[src/sv/hsl2rgb_pkg.sv]
// Shared constants for the HSL to RGB pixel converter.
package hsl2rgb_pkg;

    // Width of each hue, saturation and lightness field
    localparam int IN_W = 17;
    // Width of each color channel
    localparam int CH_W = 8;
    // Packed stream widths (input padded to whole bytes)
    localparam int S_DATA_W = 56;
    localparam int M_DATA_W = 24;
    // Register stages from input to output register
    localparam int PIPE_DEPTH = 6;

endpackage

[src/sv/hsl_to_rgb_converter_core.sv]
// Usage: converts one pixel per clock from HSL (unsigned, FRAC_BITS fraction bits,
// 17-bit fields) to 8-bit RGB rounded half up and saturated. Items pass from input
// acceptance to the output register through the six-stage pipeline (one
// multiplier stage for the q term, one for the per-channel blend); throughput is one
// item per cycle whenever the output side is ready, and a stall freezes the whole
// pipeline without losing items. The block keeps no state between items.
module hsl_to_rgb_converter_core
    import hsl2rgb_pkg::*;
#(
    parameter int FRAC_BITS = 16
)
(
    input  logic                clk,
    input  logic                rst_n,
    input  logic                s_axis_tvalid,
    output logic                s_axis_tready,
    input  logic [S_DATA_W-1:0] s_axis_tdata,  // hue, saturation, lightness, zero pad
    output logic                m_axis_tvalid,
    input  logic                m_axis_tready,
    output logic [M_DATA_W-1:0] m_axis_tdata   // red, green, blue
);

    localparam int MW = ((FRAC_BITS > IN_W) ? FRAC_BITS : IN_W) + 1;
    localparam int PW = IN_W + MW;
    localparam int RW = PW - FRAC_BITS + 1;
    localparam int QW = RW + 3;
    localparam int HW = IN_W + 2;
    localparam int TW = ((FRAC_BITS > IN_W) ? FRAC_BITS : IN_W) + 4;

    localparam logic [MW-1:0]        ONE_M  = MW'(1) << FRAC_BITS;
    localparam logic [MW-1:0]        HALF_M = MW'(1) << (FRAC_BITS - 1);
    localparam logic [PW:0]          HALF_P = (PW + 1)'(1) << (FRAC_BITS - 1);
    localparam logic signed [TW-1:0] ONE_T  = TW'(1) << FRAC_BITS;

    logic                   adv;
    logic [PIPE_DEPTH-1:0]  vld_reg;
    logic [PIPE_DEPTH-1:0]  vld_next;

    logic [IN_W-1:0]        hue_in;
    logic [IN_W-1:0]        sat_in;
    logic [IN_W-1:0]        lit_in;
    logic                   lt_next;
    logic [MW-1:0]          mul_b;
    logic [PW-1:0]          prod_next;
    logic [HW-1:0]          h3_next;

    logic                   lt_reg;
    logic [PW-1:0]          prod_reg;
    logic [IN_W-1:0]        lit_reg;
    logic [IN_W-1:0]        sat_reg;
    logic [HW-1:0]          h3_reg;

    logic [PW:0]            rsum_w;
    logic signed [QW-1:0]   rnd_q;
    logic signed [QW-1:0]   lit_q;
    logic signed [QW-1:0]   sat_q;
    logic signed [QW-1:0]   q_next;
    logic signed [QW-1:0]   p_next;
    logic signed [TW-1:0]   h3_t;
    logic signed [QW-1:0]   q_reg;
    logic signed [QW-1:0]   p_reg;
    logic signed [TW-1:0]   t3_reg [3];

    logic [CH_W-1:0]        red;
    logic [CH_W-1:0]        green;
    logic [CH_W-1:0]        blue;

    // Whole pipeline moves when the output register is free or being drained
    assign adv           = !vld_reg[PIPE_DEPTH-1] || m_axis_tready;
    assign s_axis_tready = adv;
    assign m_axis_tvalid = vld_reg[PIPE_DEPTH-1];

    assign vld_next = {vld_reg[PIPE_DEPTH-2:0], s_axis_tvalid};

    always_ff @(posedge clk or negedge rst_n)
    begin
        if (!rst_n)
        begin
            vld_reg <= '0;
        end
        else if (adv)
        begin
            vld_reg <= vld_next;
        end
    end

    // Stage 1: l*s or l*(1+s), and 3*h
    assign hue_in = s_axis_tdata[IN_W-1:0];
    assign sat_in = s_axis_tdata[2*IN_W-1:IN_W];
    assign lit_in = s_axis_tdata[3*IN_W-1:2*IN_W];

    assign lt_next   = MW'(lit_in) < HALF_M;
    assign mul_b     = lt_next ? (ONE_M + MW'(sat_in)) : MW'(sat_in);
    assign prod_next = PW'(lit_in) * PW'(mul_b);
    assign h3_next   = (HW'(hue_in) << 1) + HW'(hue_in);

    always_ff @(posedge clk)
    begin
        if (adv)
        begin
            lt_reg   <= lt_next;
            prod_reg <= prod_next;
            lit_reg  <= lit_in;
            sat_reg  <= sat_in;
            h3_reg   <= h3_next;
        end
    end

    // Stage 2: round the product, form q and p, offset hue per channel
    assign rsum_w = {1'b0, prod_reg} + HALF_P;
    assign rnd_q  = $signed(QW'(rsum_w[PW:FRAC_BITS]));
    assign lit_q  = $signed(QW'(lit_reg));
    assign sat_q  = $signed(QW'(sat_reg));
    assign q_next = lt_reg ? rnd_q : (lit_q + sat_q - rnd_q);
    assign p_next = (lit_q <<< 1) - q_next;
    assign h3_t   = $signed(TW'(h3_reg));

    always_ff @(posedge clk)
    begin
        if (adv)
        begin
            q_reg     <= q_next;
            p_reg     <= p_next;
            t3_reg[0] <= h3_t + ONE_T;
            t3_reg[1] <= h3_t;
            t3_reg[2] <= h3_t - ONE_T;
        end
    end

    // Stages 3 to 6: one channel unit per color
    hsl2rgb_channel #(
        .FRAC_BITS (FRAC_BITS)
    ) u_red (
        .clk  (clk),
        .en   (adv),
        .p    (p_reg),
        .q    (q_reg),
        .t3   (t3_reg[0]),
        .chan (red)
    );

    hsl2rgb_channel #(
        .FRAC_BITS (FRAC_BITS)
    ) u_green (
        .clk  (clk),
        .en   (adv),
        .p    (p_reg),
        .q    (q_reg),
        .t3   (t3_reg[1]),
        .chan (green)
    );

    hsl2rgb_channel #(
        .FRAC_BITS (FRAC_BITS)
    ) u_blue (
        .clk  (clk),
        .en   (adv),
        .p    (p_reg),
        .q    (q_reg),
        .t3   (t3_reg[2]),
        .chan (blue)
    );

    assign m_axis_tdata = {blue, green, red};

endmodule

[src/sv/hsl2rgb_channel.sv]
// One color channel: hue curve segment select, blend multiply, scale to a byte.
module hsl2rgb_channel
    import hsl2rgb_pkg::*;
#(
    parameter int FRAC_BITS = 16
)
(
    input  logic                clk,
    input  logic                en,
    input  logic signed [((((FRAC_BITS > IN_W) ? FRAC_BITS : IN_W) + 1 + IN_W)
                          - FRAC_BITS + 4) - 1:0] p,
    input  logic signed [((((FRAC_BITS > IN_W) ? FRAC_BITS : IN_W) + 1 + IN_W)
                          - FRAC_BITS + 4) - 1:0] q,
    input  logic signed [(((FRAC_BITS > IN_W) ? FRAC_BITS : IN_W) + 4) - 1:0] t3,
    output logic [CH_W-1:0]     chan
);

    localparam int MW   = ((FRAC_BITS > IN_W) ? FRAC_BITS : IN_W) + 1;
    localparam int PW   = IN_W + MW;
    localparam int RW   = PW - FRAC_BITS + 1;
    localparam int QW   = RW + 3;
    localparam int DW   = QW + 1;
    localparam int TW   = ((FRAC_BITS > IN_W) ? FRAC_BITS : IN_W) + 4;
    localparam int KW   = FRAC_BITS + 1;
    localparam int MULW = DW + KW + 1;
    localparam int CW   = DW + FRAC_BITS + 3;
    localparam int VW   = CW + 9;

    localparam logic signed [TW-1:0] ONE_T   = TW'(1) << FRAC_BITS;
    localparam logic signed [TW-1:0] TWO_T   = ONE_T <<< 1;
    localparam logic signed [TW-1:0] THREE_T = ONE_T + (ONE_T <<< 1);
    localparam logic signed [TW-1:0] FOUR_T  = ONE_T <<< 2;
    localparam logic [KW-1:0]        ONE_K   = KW'(1) << FRAC_BITS;
    localparam logic signed [VW-1:0] ROUND_V = VW'(1) << (2 * FRAC_BITS - 1);
    localparam logic signed [VW-1:0] MAX_V   = VW'(255);

    logic signed [TW-1:0]   t3_wrap;
    logic signed [TW-1:0]   t3_dbl;
    logic signed [TW-1:0]   fall_w;
    logic [KW-1:0]          k_next;
    logic [KW-1:0]          k_reg;
    logic signed [DW-1:0]   d_next;
    logic signed [DW-1:0]   d_reg;
    logic signed [QW-1:0]   p_c1_reg;
    logic signed [MULW-1:0] dk_next;
    logic signed [MULW-1:0] dk_reg;
    logic signed [QW-1:0]   p_c2_reg;
    logic signed [CW-1:0]   c_next;
    logic signed [CW-1:0]   c_reg;
    logic signed [VW-1:0]   scaled_w;
    logic signed [VW-1:0]   v_w;
    logic [CH_W-1:0]        chan_next;
    logic [CH_W-1:0]        chan_reg;

    // Single wrap of 3*t into 0..3
    always_comb
    begin
        t3_wrap = t3;
        if (t3 < 0)
        begin
            t3_wrap = t3 + THREE_T;
        end
        else if (t3 > THREE_T)
        begin
            t3_wrap = t3 - THREE_T;
        end
    end

    // Segment select: blend weight applied to q-p
    assign t3_dbl = t3_wrap <<< 1;
    assign fall_w = FOUR_T - t3_dbl;

    always_comb
    begin
        priority if (t3_dbl < ONE_T)
        begin
            k_next = t3_dbl[KW-1:0];
        end
        else if (t3_dbl < THREE_T)
        begin
            k_next = ONE_K;
        end
        else if (t3_wrap < TWO_T)
        begin
            k_next = fall_w[KW-1:0];
        end
        else
        begin
            k_next = '0;
        end
    end

    assign d_next = DW'(q) - DW'(p);

    // Blend product and base term
    assign dk_next = d_reg * signed'({1'b0, k_reg});
    assign c_next  = (CW'(p_c2_reg) <<< FRAC_BITS) + CW'(dk_reg);

    // Times 255, round half up, clamp to a byte
    assign scaled_w = (VW'(c_reg) <<< 8) - VW'(c_reg) + ROUND_V;
    assign v_w      = scaled_w >>> (2 * FRAC_BITS);

    always_comb
    begin
        if (v_w < 0)
        begin
            chan_next = '0;
        end
        else if (v_w > MAX_V)
        begin
            chan_next = '1;
        end
        else
        begin
            chan_next = v_w[CH_W-1:0];
        end
    end

    // Payload stages advance together with the top level valid chain
    always_ff @(posedge clk)
    begin
        if (en)
        begin
            k_reg    <= k_next;
            d_reg    <= d_next;
            p_c1_reg <= p;
            dk_reg   <= dk_next;
            p_c2_reg <= p_c1_reg;
            c_reg    <= c_next;
            chan_reg <= chan_next;
        end
    end

    assign chan = chan_reg;

endmodule
[config.mk]
export PLATFORM = sky130hd
export DESIGN_NAME = hsl_to_rgb_converter_core
export DESIGN_NICKNAME = d
export VERILOG_FILES = /design/src/sv/hsl2rgb_pkg.sv /design/src/sv/hsl_to_rgb_converter_core.sv /design/src/sv/hsl2rgb_channel.sv
export SDC_FILE = /design/constraint.sdc
export NUM_CORES = 2
export LEC_CHECK = 0
export BUFFER_PORTS_ARGS = -buffer_cell sky130_fd_sc_hd__clkbuf_2
export CAP_MARGIN = 10
export CORE_MARGIN = 8
export CORE_UTILIZATION = 25
export CTS_CLUSTER_DIAMETER = 50
export DETAILED_ROUTE_END_ITERATION = 8
export SLEW_MARGIN = 20
export SYNTH_ARGS = -nofsm -noshare
export SYNTH_HDL_FRONTEND = slang
export SYNTH_SLANG_ARGS = --single-unit
[constraint.sdc]
create_clock -name clk -period 46.9 [get_ports clk]
set_clock_uncertainty 0.2 [all_clocks]
set_input_delay 7.035 -clock clk [delete_from_list [all_inputs] [get_ports clk]]
set_output_delay 7.035 -clock clk [all_outputs]
set_load 0.02 [all_outputs]
==> impl_metrics.py <==
metrics = {
    "outcome": {
        "status": "completed",
    },
    "synthesis": {
        "synth-simple-area-share_pct": 13.6,
        "ys_seq_elements": 533,
        "synth_compound_area_share_pct": 8.00,
        "synth_top_family_by_area": "adder cells",
        "synth_area_sq_mm": 0.0846,
        "synthAdderAreaFrac_pct": 45.6,
        "muxShareOfSynthArea_pct": 0.240,
        "yosysSeqAreaShare_pct": 18.9,
        "yosys_warnings": 0,
        "netlist_instances": 8756,
        "synth.avg_cell_area_sq_um": 9.66,
        "synth-async-reset-ratio_pct": 1.13,
        "yosysUniqueCellTypes": 89,
        "synth_edf_count": 527,
        "synth_flop_cell": "edfxtp_1",
        "synth-xor-area-share_pct": 3.25,
    },
    "floorplanning": {
        "core_sq_mm": 0.337,
        "die-area_sq_mm": 0.357,
        "die_h_um": 598,
        "num_rows": 213,
        "chipWidth_um": 598,
        "ios": 86,
        "initial_core_util_pct": 25.1,
    },
    "placed_design": {
        "place.gp.congestion": 0.854,
        "post-dp-hpwl_um": 161000,
        "portBuffers": 80,
    },
    "sta": {
        "tightestPinTransition_ps": 1230,
        "relSlewSlack_pct": 18.1,
        "maxSlewViolCount": 0,
        "period_share_pct": 32.7,
        "fmax_mhz": 65.2,
        "hold_viol": 0,
        "min_period_ps": 15330,
        "rsz0062_at_grt": "false",
        "setup_tns_ps": 0,
        "finalSetupViolations": 0,
    },
    "cells_and_area": {
        "syn_to_final_growth_pct": 9.86,
        "nets": 11040,
        "num-fill-cells": 35763,
        "drive_above_1_share_pct": 3.89,
        "layout_commonest_cell": "inv_1",
        "final_cell_mix": "2049 x inv_1, 1387 x fa_1, 863 x ha_1, 829 x and2_1, 767 x nand2_1",
        "fin_util_pct": 27.6,
    },
    "route": {
        "num_vias": 57694,
        "detail_route.wl_per_cell_um": 15.6,
        "drtPass1Iterations": 6,
        "post-route-drc-count": 0,
        "drtIter0Drc": 3123,
        "viasPerCell": 4.34,
        "routed_wl_um": 207000,
        "drtAntennaViolNets": 0,
    },
    "setup_path": {
        "cpPeakStageDelay_ps": 570,
        "slowest_stage": "nand2b_4",
        "crit_fanout": 28,
        "cp-end-kind": "output port",
        "arrival_ps": 8090,
        "crit_type": "input port to output port",
        "critPathTopFamily": "simple AND/OR/NAND/NOR gates",
        "cp.required_ps": 39670,
        "cp-start-kind": "input port",
        "path_common_cell": "clkbuf_2",
        "cp_num_buf_inv": 2,
        "crit_chain": "clkbuf_2, nand2b_4, clkbuf_2",
    },
    "clock_tree": {
        "cts_tree": "yes",
        "hold_buffers": 0,
        "clock_path_buffers": 3,
        "cts-resized-gates": 0,
        "cts.sinks": 533,
        "clkTransAtPathRegs_ps": 60,
        "clock_latency_ps": 690,
        "ctsHtreeMaxLevel": 3,
        "cts-buffers-inserted": 77,
        "cts_root_buffer": "clkbuf_16",
        "cts_setup_buffers": 0,
    },
    "global_route": {
        "grt_first_pass_wirelength_um": 337000,
        "grt_usage_pct": 11.7,
        "grt_pass1_vias": 61527,
        "antenna_found_initial": 8,
        "grt_max_degree": 80,
        "gr-total-overflow": 0,
    },
    "min_path": {
        "hp-class": "flip-flop to flip-flop",
    },
    "job": {
        "max_cap_violations": 0,
    },
}
logic make-up (layout without fill, tap and decap cells):
kind of cell             Yosys count  in the layout
buffers and inverters           2349           2342
AND/OR/NAND/NOR                 2262           2262
adder cells (fa/ha/maj)         2250           2250
AO/OA/AOI/OAI                   1027           1027
flip-flops                       533            533
XOR/XNOR                         314            314
multiplexers                      19             19
other                              2             46
final cells by class:
class | count | area, sq um | share of cell area, %
well taps | 4515 | 5650 | 6.08
clock buffers | 84 | 1950 | 2.10
repair buffers | 152 | 968 | 1.04
inverters | 2049 | 7690 | 8.27
flip-flops and latches | 533 | 16000 | 17.2
multi-input cells | 5917 | 60000 | 64.5
diodes | 1 | 2.50 | 0.00269
clock inverters | 57 | 724 | 0.779
worst reg2reg max path, cell delays in order (launching register included):
cell and delay [ps]:
edfxtp_1 700, buf_4 640, and2_1 300, fa_1 400, inv_1 80, fa_1 440
fa_1 500, fa_1 550, inv_1 50, fa_1 470, inv_1 50, fa_1 480
inv_1 50, ha_1 360, and4_1 230, o21a_1 120, a21oi_1 410, o21ai_1 300
a41oi_1 500, o21ai_1 180, o31a_1 290, a211oi_1 340, a21oi_1 130, xnor2_1 150
Yosys cell counts, drive strengths merged, types with 30 or more instances:
cell	instances	area, sq um
a21o	139	1040
o21ai	210	1050
nand3	89	445
inv	2049	7690
a22o	30	272
nor3	79	405
nor2	245	920
edfxtp	527	15800
xnor2	234	2050
clkbuf	292	1100
nand2b	50	313
o21a	56	422
and3	31	194
nor2b	52	325
ha	863	10800
fa	1387	27800
nand2	767	2880
xor2	80	701
and2	829	5190
o21bai	33	248
a21oi	293	1470
final timing paths:
kind	start	to	slack [ps]	cells past startpoint
worst max-delay path	m_axis_tready	s_axis_tready	31570	3
worst min-delay path	h3_reg[11]	t3_reg[0][53]	210	0
worst max register to register	u_green.d_reg[5]	u_green.dk_reg[41]	38710	23
worst min register to register	h3_reg[11]	t3_reg[0][53]	210	0
max in group asynchronous	rst_n	vld_reg[3]	40380	1
min in group asynchronous	rst_n	vld_reg[4]	5980	1
metal layers:
layer | vias up | global-route usage (%) | part of all wire (%)
met5 | - | 0 | 0.012
met4 | 4 | 3.60 | 3.2
met3 | 319 | 1.54 | 4.9
met2 | 1305 | 20.2 | 47
met1 | 28840 | 15.3 | 45
li1 | 27226 | - | -
per-stage QoR:
step / hold WS, ps / setup WS, ps / area [sq um] / cells
floorplan: 200 / 17990 / 84800 / 8799
global route: 220 / 31520 / 93000 / 13308
CTS: 211 / 31560 / 92900 / 13305
detailed placement: 205 / 31560 / 90200 / 13164
global placement: 201 / 31560 / 90200 / 13164
finish: 210 / 31570 / 93000 / 13308
Power is not shown: default switching activity piles up to over one toggle a cycle in this logic, so the estimate is an artifact.
